`config.mk`:
```
export PLATFORM = sky130hd
export DESIGN_NAME = latex_word_counter_unit
export DESIGN_NICKNAME = d
export VERILOG_FILES = /design/src/sv/lwc_pkg.sv /design/src/sv/latex_word_counter_unit.sv
export SDC_FILE = /design/constraint.sdc
export NUM_CORES = 1
export LEC_CHECK = 0
export CORE_MARGIN = 4
export CORE_UTILIZATION = 45
export DETAILED_ROUTE_END_ITERATION = 16
export DONT_BUFFER_PORTS = 1
export GPL_ROUTABILITY_DRIVEN = 0
export PLACE_DENSITY_LB_ADDON = 0.1
export SYNTH_ARGS = -nofsm -noshare
export SYNTH_HDL_FRONTEND = slang
export SYNTH_SLANG_ARGS = --single-unit
```
`constraint.sdc`:
```
create_clock -name clk -period 29.6 [get_ports clk]
set_clock_uncertainty 0.05 [all_clocks]
set_input_delay 8.88 -clock clk [delete_from_list [all_inputs] [get_ports clk]]
set_output_delay 8.88 -clock clk [all_outputs]
set_load 0.05 [all_outputs]
```
`src/sv/lwc_pkg.sv`:
```
`default_nettype none
package lwc_pkg;

  localparam int COUNT_WIDTH = 32;
  localparam int OUT_WIDTH = 32;
  localparam int NUM_COUNTERS = 6;
  localparam int INC_WIDTH = 3;

  // counter bank slots
  localparam int C_WCH = 0;
  localparam int C_MCH = 1;
  localparam int C_WHT = 2;
  localparam int C_WRD = 3;
  localparam int C_CMD = 4;
  localparam int C_ENV = 5;

  localparam logic [20:0] CH_BSLASH = 21'h00005C;
  localparam logic [20:0] CH_PCT    = 21'h000025;
  localparam logic [20:0] CH_RBRACE = 21'h00007D;
  localparam logic [20:0] CH_TILDE  = 21'h00007E;
  localparam logic [20:0] CH_CARET  = 21'h00005E;
  localparam logic [20:0] CH_NL     = 21'h00000A;
  localparam logic [20:0] CH_B      = 21'h000062;
  localparam logic [20:0] CH_E      = 21'h000065;
  localparam logic [20:0] CH_G      = 21'h000067;
  localparam logic [20:0] CH_I      = 21'h000069;
  localparam logic [20:0] CH_N      = 21'h00006E;
  localparam logic [20:0] CH_D      = 21'h000064;

  typedef enum logic [10:0] {
    MODE_STD  = 11'b00000000001,
    MODE_CMT  = 11'b00000000010,
    MODE_CSEQ = 11'b00000000100,
    MODE_CMD  = 11'b00000001000,
    MODE_ENV  = 11'b00000010000,
    MODE_B1   = 11'b00000100000,
    MODE_B2   = 11'b00001000000,
    MODE_B3   = 11'b00010000000,
    MODE_B4   = 11'b00100000000,
    MODE_E1   = 11'b01000000000,
    MODE_E2   = 11'b10000000000
  } lwc_mode_t;

  typedef struct packed {
    logic [20:0] code_point;
    logic        is_letter;
    logic        is_digit;
    logic        is_punct;
    logic        first_of_string;
    logic        last_of_string;
    logic        start_of_batch;
  } lwc_item_t;

  typedef struct packed {
    logic [31:0] word_chars;
    logic [31:0] markup_chars;
    logic [31:0] white_chars;
    logic [31:0] word_total;
    logic [31:0] command_total;
    logic [31:0] environment_total;
    logic        newline_error;
  } lwc_result_t;

  // characters already consumed by a partial begin or end match
  function automatic logic [INC_WIDTH-1:0] held_chars(input lwc_mode_t m);
    logic [INC_WIDTH-1:0] r;
    unique case (m)
      MODE_B1: r = INC_WIDTH'(1);
      MODE_B2: r = INC_WIDTH'(2);
      MODE_B3: r = INC_WIDTH'(3);
      MODE_B4: r = INC_WIDTH'(4);
      MODE_E1: r = INC_WIDTH'(1);
      MODE_E2: r = INC_WIDTH'(2);
      default: r = '0;
    endcase
    return r;
  endfunction

  function automatic logic [OUT_WIDTH-1:0] to_out(input logic [COUNT_WIDTH-1:0] c);
    logic [COUNT_WIDTH+OUT_WIDTH-1:0] ext;
    ext = {{OUT_WIDTH{1'b0}}, c};
    return ext[OUT_WIDTH-1:0];
  endfunction

endpackage
`default_nettype wire

```
`src/sv/latex_word_counter_unit.sv`:
```
// a request accepted into the input register has its result valid in the result register once that register moves
// throughput: one request per cycle while the result register is not stalled, one result per request, in order
// the result register stalls the input register only while result_stall holds
// rst (synchronous, active high) clears the parse mode, word flags, all six
// counters, the newline error and both valid flags
`default_nettype none
module latex_word_counter_unit
  import lwc_pkg::*;
(
  input  wire         clk,
  input  wire         rst,
  input  wire         item_valid,
  output logic        item_stall,
  input  lwc_item_t   item,
  output logic        result_valid,
  input  wire         result_stall,
  output lwc_result_t result
);

  logic      s1_valid;
  lwc_item_t s1_item;

  lwc_mode_t mode, mode_next;
  logic      in_word, in_word_next;
  logic      pending, pending_next;
  logic      error_seen, error_next;
  logic [COUNT_WIDTH-1:0] cnt [NUM_COUNTERS];
  logic [COUNT_WIDTH-1:0] cnt_next [NUM_COUNTERS];

  logic out_adv, s1_move;

  lwc_mode_t mode_cur;
  logic [20:0] c;
  logic letter, cmd_char, resolve;
  logic [INC_WIDTH-1:0] inc [NUM_COUNTERS];
  logic [COUNT_WIDTH-1:0] base;
  logic [COUNT_WIDTH:0] sum [NUM_COUNTERS];

  assign out_adv = !result_valid || !result_stall;
  assign s1_move = s1_valid && out_adv;
  assign item_stall = s1_valid && !out_adv;

  always_comb begin
    c = s1_item.code_point;
    letter = s1_item.is_letter;
    mode_cur = s1_item.first_of_string ? MODE_STD : mode;
    in_word_next = s1_item.first_of_string ? 1'b0 : in_word;
    pending_next = s1_item.first_of_string ? 1'b0 : pending;
    error_next = s1_item.start_of_batch ? 1'b0 : error_seen;
    if (c == CH_NL) begin
      error_next = 1'b1;
    end
    for (int k = 0; k < NUM_COUNTERS; k++) begin
      inc[k] = '0;
    end
    cmd_char = 1'b0;
    resolve = 1'b0;
    mode_next = mode_cur;

    // word reset armed by a backslash on the previous character
    if (pending_next) begin
      if (!s1_item.is_punct || c == CH_TILDE || c == CH_CARET) begin
        in_word_next = 1'b0;
      end
      pending_next = 1'b0;
    end

    unique case (mode_cur)
      MODE_STD: begin
        if (c == CH_BSLASH) begin
          mode_next = MODE_CSEQ;
          inc[C_MCH] = INC_WIDTH'(1);
          pending_next = 1'b1;
        end else if (c == CH_PCT) begin
          mode_next = MODE_CMT;
        end else if (letter || s1_item.is_digit) begin
          if (letter && !in_word_next) begin
            in_word_next = 1'b1;
            inc[C_WRD] = INC_WIDTH'(1);
          end
          inc[C_WCH] = INC_WIDTH'(1);
        end else begin
          inc[C_WHT] = INC_WIDTH'(1);
          in_word_next = 1'b0;
        end
      end
      MODE_CSEQ: begin
        if (letter && c == CH_B) begin
          mode_next = MODE_B1;
        end else if (letter && c == CH_E) begin
          mode_next = MODE_E1;
        end else begin
          inc[C_CMD] = INC_WIDTH'(1);
          inc[C_MCH] = INC_WIDTH'(1);
          mode_next = letter ? MODE_CMD : MODE_STD;
        end
      end
      MODE_CMD: cmd_char = 1'b1;
      MODE_ENV: begin
        if (c == CH_RBRACE) begin
          inc[C_MCH] = INC_WIDTH'(1);
          mode_next = MODE_STD;
        end else if (c == CH_PCT) begin
          mode_next = MODE_CMT;
        end else begin
          inc[C_MCH] = INC_WIDTH'(1);
        end
      end
      MODE_CMT: ;
      MODE_B1: if (c == CH_E) mode_next = MODE_B2; else resolve = 1'b1;
      MODE_B2: if (c == CH_G) mode_next = MODE_B3; else resolve = 1'b1;
      MODE_B3: if (c == CH_I) mode_next = MODE_B4; else resolve = 1'b1;
      MODE_B4: begin
        if (c == CH_N) begin
          inc[C_ENV] = INC_WIDTH'(1);
          inc[C_MCH] = INC_WIDTH'(5);
          mode_next = MODE_ENV;
        end else begin
          resolve = 1'b1;
        end
      end
      MODE_E1: if (c == CH_N) mode_next = MODE_E2; else resolve = 1'b1;
      MODE_E2: begin
        if (c == CH_D) begin
          inc[C_MCH] = INC_WIDTH'(3);
          mode_next = MODE_ENV;
        end else begin
          resolve = 1'b1;
        end
      end
      default: mode_next = MODE_STD;
    endcase

    // mismatch inside begin or end: count a command, then treat the char as command text
    if (resolve) begin
      inc[C_CMD] = inc[C_CMD] + INC_WIDTH'(1);
      inc[C_MCH] = inc[C_MCH] + held_chars(mode_cur);
      mode_next = MODE_CMD;
      cmd_char = 1'b1;
    end

    if (cmd_char) begin
      if (letter) begin
        inc[C_MCH] = inc[C_MCH] + INC_WIDTH'(1);
      end else if (c == CH_BSLASH) begin
        inc[C_MCH] = inc[C_MCH] + INC_WIDTH'(1);
        mode_next = MODE_CSEQ;
      end else if (c == CH_PCT) begin
        mode_next = MODE_CMT;
      end else begin
        inc[C_WHT] = inc[C_WHT] + INC_WIDTH'(1);
        mode_next = MODE_STD;
      end
    end

    // end of string settles a partial match as a command
    if (s1_item.last_of_string) begin
      if (held_chars(mode_next) != '0) begin
        inc[C_CMD] = inc[C_CMD] + INC_WIDTH'(1);
        inc[C_MCH] = inc[C_MCH] + held_chars(mode_next);
        mode_next = MODE_CMD;
      end
      pending_next = 1'b0;
    end

    for (int k = 0; k < NUM_COUNTERS; k++) begin
      base = s1_item.start_of_batch ? '0 : cnt[k];
      sum[k] = {1'b0, base} + (COUNT_WIDTH+1)'(inc[k]);
      cnt_next[k] = sum[k][COUNT_WIDTH] ? '1 : sum[k][COUNT_WIDTH-1:0];
    end
  end

  always_ff @(posedge clk) begin
    if (rst) begin
      s1_valid <= 1'b0;
      result_valid <= 1'b0;
      mode <= MODE_STD;
      in_word <= 1'b0;
      pending <= 1'b0;
      error_seen <= 1'b0;
      for (int k = 0; k < NUM_COUNTERS; k++) begin
        cnt[k] <= '0;
      end
    end else begin
      if (!item_stall) begin
        s1_valid <= item_valid;
      end
      if (out_adv) begin
        result_valid <= s1_valid;
      end
      if (s1_move) begin
        mode <= mode_next;
        in_word <= in_word_next;
        pending <= pending_next;
        error_seen <= error_next;
        for (int k = 0; k < NUM_COUNTERS; k++) begin
          cnt[k] <= cnt_next[k];
        end
      end
    end
  end

  always_ff @(posedge clk) begin
    if (!item_stall && item_valid) begin
      s1_item <= item;
    end
    if (s1_move) begin
      result.word_chars <= to_out(cnt_next[C_WCH]);
      result.markup_chars <= to_out(cnt_next[C_MCH]);
      result.white_chars <= to_out(cnt_next[C_WHT]);
      result.word_total <= to_out(cnt_next[C_WRD]);
      result.command_total <= to_out(cnt_next[C_CMD]);
      result.environment_total <= to_out(cnt_next[C_ENV]);
      result.newline_error <= error_next;
    end
  end

endmodule
`default_nettype wire

```
[Word-level counts from Yosys, hierarchy flattened]
Memory sizes are Yosys's and may differ from the RTL's.
Index checks and enable logic that the tools add are counted.
Widths: inputs -> output; s select.
Word-level totals
  bits in registers: 236
  RAM bits: 192
  output and inout bits: 195
  memories: 1
Memory list
  cnt: words 6, bits a word 32, read ports 6, clocked after memory_dff 0, write ports 6, RTL line latex_word_counter_unit.sv:27  | logic [COUNT_WIDTH-1:0] cnt [NUM_COUNTERS];
Operators by class
  add/sub/neg operators: 12
  equality and inequality tests: 29
  muxes and demuxes: 105
  bitwise logic cells: 6
  reductions and logical operators: 23
Operators by type and width (count)
  $mux 32: 18
  $eq 21x7->1 const B: 10
  $add 32x3->33: 6
  $mux 11: 17
  $pmux 11 s10: 1
  $mux 3: 18
  $mux 1: 39
  $mux 6: 4
  $pmux 3 s4: 2
  $eq 11x10->1 const B: 2
  $eq 11x11->1 const B: 2
  $eq 11x6->1 const B: 2
  $eq 11x7->1 const B: 2
  $eq 11x8->1 const B: 2
  $eq 11x9->1 const B: 2
  $eq 21x4->1 const B: 1
  $eq 21x6->1 const B: 1
  $pmux 3 s5: 1
  $add 3x1->3 const B: 4
  $reduce_or 2->1: 6
  $eq 11x1->1 const B: 1
  $eq 11x2->1 const B: 1
  $eq 11x3->1 const B: 1
  $eq 11x4->1 const B: 1
  other kinds (11): 31

[Longest topological paths before layout]
Gate-level depths: netlist (run 1).
  depth in word-level cells: 23
  depth in mapped cells: 28
  gate-level depth less buffers: 26

[Worst setup path before layout (run 1)]
OpenSTA, ideal clock, no wires.
  path kind: input-to-output
  start: input port result_stall
  end: output port item_stall
  data arrival time: 9.361 ns
  data required time: 20.670 ns
  path slack: 11.309 ns
  cell stages on the path: 1
  buffers on the path: 0
  path through: and3_1
Between the ends
  cells in the longest elaborated chain, start to end: 4
Ends and longest elaborated chain
  start: declaration: RTL line latex_word_counter_unit.sv:16  | input wire result_stall,
  $logic_not 1->1: RTL line latex_word_counter_unit.sv:39  | assign out_adv = !result_valid || !result_stall;
  $logic_or 1x1->1: RTL line latex_word_counter_unit.sv:39
  $logic_not 1->1: RTL line latex_word_counter_unit.sv:41  | assign item_stall = s1_valid && !out_adv;
  $logic_and 1x1->1: RTL line latex_word_counter_unit.sv:41
  end: declaration: RTL line latex_word_counter_unit.sv:13  | output logic item_stall,
No other way between the ends.

[Worst setup path after layout (run 1)]
Same ends and word-level chain as after synthesis.

==> metrics.cfg, run 1 <==
[sta]
min_period_ps = 18320
fmax_ghz = 0.0546
worst_pin_slew_ps = 1190
slew-limit-headroom_pct = 20.4
hold_viol = 0
rsz0062_at_grt = no
fin_ws_ps = 11280
setup_tns_ps = 0
drv_slew = 0
setup_viol = 0
fin_crit_sh_pct = 61.9
whs_ps = 404

[floorplanning]
initial_core_util_pct = 45.9
fp.dieH_um = 224
pin_count = 226
dieWidth_um = 224
dieArea_sq_um = 50100
rows = 78
core_area_sq_um = 45700

[drt]
drcViolationCount = 0
drtIter0Drc = 1061
drt-wirelength-per-cell_um = 19.9
via_count = 13263
viasPerCell = 5.56
drt_wl_total_mm = 47.6
antenna_left = 0
drtPass1Iterations = 6

[grt]
grt-ovfl-total = 0
grt_use_total_pct = 18.5
grt_pass1_wl_mm = 74.7
grt_max_degree = 137
antenna_found_initial = 0
grt_pass1_vias = 12904

[critical_path]
crit_chain = and3_1
start_kind = input port
required_ps = 20670
endpoint_kind = output pin
max_stage_delay_ps = 510
critPathSlowestCell = and3_1
worstPathArrival_ps = 9390
path_class = input port to output pin
cp_max_fo = 3
crit_buf_inv = 0
path_delay_family = simple AND/OR/NAND/NOR gates

[yosys]
synth_area_leaders = edfxtp_1 59%, and2_1 3.6%, xnor2_1 3.2%, xor2_1 3.0%, nand2_1 2.9%
synth_nets = 1827
yosysTopAreaCell = edfxtp_1
ys_types = 82
yosys.area.top_type_share_pct = 59.0
synthArstFlopShare_pct = 0
netlist_area_sq_um = 21000
yosysWarnings = 0
synth_flop_cell = edfxtp_1
syn-mean-instance-area_sq_um = 11.8
yosysSeqAreaShare_pct = 60.6
synth_edf_count = 412
synth-seq-cells = 428
netlist_instances = 1771
synth_most_common_cell = edfxtp_1
yosys-top-cells-count = 412 x edfxtp_1, 162 x nand2_1, 122 x and2_1, 96 x a21oi_1, 94 x nor2_1

[clocking]
post_cts_buffers = 0
clk_pin_slew_ps = 60
clock_sinks = 428
root_buffer = clkbuf_16
cts_made_buffers = 48
post_cts_resized = 0
cts_tree = yes
hold_buffers = 0
clk_latency_ps = 570
cts-htree-levels = 2
ctsLongestPathBuffers = 3

[power]
p_leak_nw = 8.32
vdd_drop_max_mv = 0.0479
powerDensity_nw_per_um2 = 61.4
p_total_mw = 1.41

[run]
maxCapViolCount = 0

[placed_design]
dp_hpwl_mm = 30.0
preCtsSetupSlack_ps = 11280
port_buffers = 0

[finish]
nets = 1804
antenna_cells = 0
final_util_pct = 50.3
synthToLayoutAreaGrowth_pct = 9.65
drive_gt1_share_pct = 8.57
fillers = 4076

[worst_hold_path]
hold_path.class = register to register

[outcome]
status = complete, no violations

registers in the layout, summed over array words and instances, names as in the netlist:
register / cells
result: 193
in_word: 1
pending: 1
result_valid: 1
s1_valid: 1
mode: 11
error_seen: 1
letter: 1
c: 21
s1_item: 5
cnt: 192
routing by layer:
metal,share of wire [%],vias to the layer above,global-route usage (%),routed length [um]
li1,-,6376,-,-
met1,45,6551,25.7,21600
met2,46,269,29.3,22100
met3,6.1,67,5.07,2890
met4,2.1,0,4.55,1000
met5,0,-,0,0
per-stage QoR:
| stage | std cells | area [sq um] |
|---|---|---|
| 2_1_floorplan | 1771 | 21000 |
| 3_3_place_gp | 2298 | 21400 |
| 3_5_place_dp | 2298 | 21400 |
| 4_1_cts | 2386 | 23000 |
| 5_1_grt | 2386 | 23000 |
| 6_report | 2386 | 23000 |
kinds of logic (layout without fill, tap and decap cells):
group | after synthesis | after routing | synth area share [%]
DFF | 428 | 428 | 60.6
muxes | 8 | 8 | 0.382
adders and majority gates | 25 | 25 | 1.67
and+or+nand+nor | 773 | 773 | 20.9
buffers and inverters | 120 | 135 | 2.58
AOI/OAI and AO/OA | 268 | 268 | 7.68
xor gates and xnor gates | 149 | 149 | 6.23
worst paths after layout:
check | from | endpoint | slack (ps) | cells past startpoint
worst min register to register | pending | pending | 400 | 2
worst max-delay path | result_stall | item_stall | 11280 | 1
worst min-delay path | pending | pending | 400 | 2
worst max register to register | c[7] | cnt[1][29] | 21560 | 26
cell usage in the layout (no fill, tap or decap), types with 12 or more instances in the layout:
master,instances
nand2b_1,66
a21o_1,12
nand3_1,75
o21ai_1,22
ha_1,20
o21ai_2,19
nor3_1,26
nor4_1,13
nand2_1,162
a21oi_1,96
and2_1,122
xor2_1,72
buf_4,12
o21ai_0,77
clkinv_2,12
clkbuf_16,49
and3_1,33
xnor2_1,77
nor2_1,93
nor2b_1,49
inv_1,32
dfxtp_1,16
nand4_1,29
or3_1,13
edfxtp_1,412
power breakdown:
group / leakage [nW] / switching, mW / internal (mW) / total (mW)
sequential: 4.31 / 0.0626 / 0.700 / 0.763
combinational: 3.26 / 0.0431 / 0.0187 / 0.0618
clock: 0.758 / 0.239 / 0.347 / 0.586
final cells by class:
cell class / count / area (sq um) / area share (%)
Tap cell: 600 / 751 / 3.27
Clock buffer: 62 / 1320 / 5.72
Sequential cell: 428 / 12700 / 55.2
Clock inverter: 26 / 229 / 0.996
Multi-Input combinational cell: 1223 / 7740 / 33.7
Timing Repair Buffer: 13 / 110 / 0.479
Inverter: 34 / 143 / 0.621
(Power assumes the default switching activity.)
==> run 2: changes to the inputs <==
Settings changed: ABC_AREA set to 1.
Clock period 29.6 ns to 18.4 ns, I/O delays scaled along.
==> run 2 against run 1 <==
Compared with the run above: final cell count increased by 40%; routed wire length increased by 18%; final area increased by 11%; global-route usage increased by 1.1 points; total power increased by 69%.
==> metrics.cfg, run 2 <==
[placed_design]
port_buffers = 0  ; unchanged
dp_cells = 3263  ; +42%
place_area_sq_um = 23800  ; +11%
dp_hpwl_mm = 39.6  ; +32%

[yosys]
synth_edf_count = 412  ; unchanged
synthArstFlopShare_pct = 0  ; unchanged
netlist_instances = 2648  ; +50%
yosysWarnings = 0  ; unchanged
yosys-top-cells-count = 600 x nand2_1, 455 x inv_1, 412 x edfxtp_1, 353 x nor2_1, 178 x nand3_1
yosysSeqAreaShare_pct = 54.7  ; -5.9 points
synth-seq-cells = 428  ; unchanged
synth_most_common_cell = nand2_1
netlist_area_sq_um = 23200  ; +11%
synth_nets = 2704  ; +48%
synth_area_leaders = edfxtp_1 53%, nand2_1 9.7%, inv_1 7.4%, nor2_1 5.7%, nand3_1 3.8%
syn-mean-instance-area_sq_um = 8.77  ; -26%
yosys.area.top_type_share_pct = 53.3  ; -5.7 points
synth_flop_cell = edfxtp_1
yosysTopAreaCell = edfxtp_1
ys_types = 54  ; -34%

[critical_path]
start_kind = input port
endpoint = item_stall
cp_max_fo = 3  ; unchanged
crit_chain = nand2_1 -> nor2_1
worstSetupPathDepth = 2  ; +1
max_stage_delay_ps = 760  ; +250 ps
endpoint_kind = output pin
r2r_setup_slack_ps = 11860  ; -9700 ps
startpoint = result_stall
path_delay_family = simple AND/OR/NAND/NOR gates
crit-reg2reg-capture = cnt[1][20]
crit_buf_inv = 0  ; unchanged
required_ps = 12830  ; -7840 ps
worstPathArrival_ps = 6340  ; -3050 ps
path_class = input port to output pin
critPathSlowestCell = nor2_1
rr_worst_depth = 34  ; +31%
r2r-start = s1_item[2]

[floorplanning]
dieWidth_um = 235  ; +5.1%
rows = 82  ; +5.1%
initial_core_util_pct = 45.9  ; about the same
pin_count = 226  ; unchanged
core_area_sq_um = 50600  ; +11%
dieArea_sq_um = 55300  ; +10%
fp.dieH_um = 235  ; +5.1%

[grt]
grt_use_total_pct = 19.6  ; +1.1 points
grt_max_degree = 146  ; +6.6%
antenna_found_initial = 1  ; +1
grt-ovfl-total = 0  ; unchanged
grt_pass1_vias = 16439  ; +27%
grt_pass1_wl_mm = 88.8  ; +19%

[sta]
whs_ps = 409  ; +5.27 ps
fin_crit_sh_pct = 64.7
drv_slew = 0  ; unchanged
hold_viol = 0  ; unchanged
rsz0062_at_grt = no
slew-limit-headroom_pct = 20.6  ; +0.22 points
fmax_ghz = 0.0839
setup_viol = 0  ; unchanged
setup_tns_ps = 0  ; unchanged
worst_pin_slew_ps = 1190  ; -4.76 ps
min_period_ps = 11910

[power]
p_leak_nw = 11.1  ; +33%
p_total_mw = 2.38  ; +69%
powerDensity_nw_per_um2 = 93.4  ; +52%
vdd_drop_max_mv = 0.0729  ; +52%

[clocking]
post_cts_buffers = 0  ; unchanged
post_cts_resized = 0  ; unchanged
root_buffer = clkbuf_16
cts-htree-levels = 2  ; unchanged
clk_latency_ps = 580  ; about the same
hold_buffers = 0  ; unchanged
cts_made_buffers = 48  ; unchanged
ctsLongestPathBuffers = 3  ; unchanged
cts_tree = yes
clock_sinks = 428  ; unchanged
clk_pin_slew_ps = 60  ; about the same

[drt]
viasPerCell = 5.12  ; -7.8%
drt_wl_total_mm = 56.1  ; +18%
drt-wirelength-per-cell_um = 16.7  ; -16%
drcViolationCount = 0  ; unchanged
drtIter0Drc = 1255  ; +18%
via_count = 17172  ; +29%
drtPass1Iterations = 6  ; unchanged
antenna_left = 0  ; unchanged

[run]
maxCapViolCount = 0  ; unchanged

[finish]
largest-register = result
fin_cells = 3351  ; +40%
multi_input_area_sq_um = 8370  ; +8.1%
antenna_cells = 0  ; unchanged
fillers = 4765  ; +17%
ff_latch_area_sq_um = 12700  ; unchanged
layout_common_cells = 600 x nand2_1, 454 x inv_1, 412 x edfxtp_1, 351 x nor2_1, 178 x nand3_1
synthToLayoutAreaGrowth_pct = 9.83
largest_register_ffs = 193  ; unchanged
nets = 2697  ; +50%
final_common_cell = nand2_1
fin_area_sq_um = 25500  ; +11%
drive_gt1_share_pct = 8.47  ; -0.093 points

[worst_hold_path]
hold_path.class = register to register

[outcome]
status = complete, no violations

==> run 2: cell count changes in the layout (fill, tap and decap cells not counted), sizes merged, moves of 32 or more <==
cell    previous run  this run
nor2b             50         0
nor3              31        68
nand3             77       191
inv               34       466
o21ai            118        49
nand2b            67         0
nor2              96       384
and3              33         1
nand2            162       615
and2             122         1
or2                8        56
xnor2             77        37
==> run 2: how the worst min path moves through the flow <==
stage                       start      end  slack [ps]  cells after the start
after floorplan           pending  pending         370                      2
after global placement    pending  pending         390                      2
after detailed placement  pending  pending         390                      2
after CTS                 pending  pending         410                      2
after global routing      pending  pending         440                      2
final                     pending  pending         410                      2
==> run 2: through the flow <==
| stage | util, % | setup slack [ps] |
|---|---|---|
| after detailed placement | 47.0 | 6490 |
| after global routing | 50.4 | 6450 |
| final | 50.4 | 6490 |
| after CTS | 50.4 | 6490 |
| after global placement | 47.0 | 6480 |
| after floorplan | - | 3110 |
==> run 2: cells by family after synthesis <==
family	after synthesis	synth area share [%]
compound gates	153	3.50
xor+xnor	97	3.66
fa+ha+maj	25	1.51
buf+inv	536	9.34
flops	428	54.7
mux	1	0.0431
simple gates	1408	27.3
==> run 2: power breakdown <==
| part | switching, mW | internal [mW] |
|---|---|---|
| sequential | 0.0945 | 1.13 |
| combinational | 0.0962 | 0.0289 |
| clock | 0.395 | 0.639 |
| total | 0.586 | 1.80 |
==> run 2: area by class of cell <==
type                       count  share of cell area (%)
clock buffer                  61                    5.22
clock inverter                27                    1.53
inverter                     465                    6.90
multi-input combinational   1684                    32.8
sequential                   428                    49.8
tap                          672                    3.30
timing repair buffer          14                   0.461
==> run 2: metal layers <==
metal,routed length (um),vias to the layer above,share of wire [%],global-route usage (%)
met5,13,-,0.023,0
met4,1380,2,2.5,5.57
met3,3540,90,6.3,4.44
met2,25300,482,45,31.1
met1,25800,8048,46,27.3
li1,-,8550,-,-
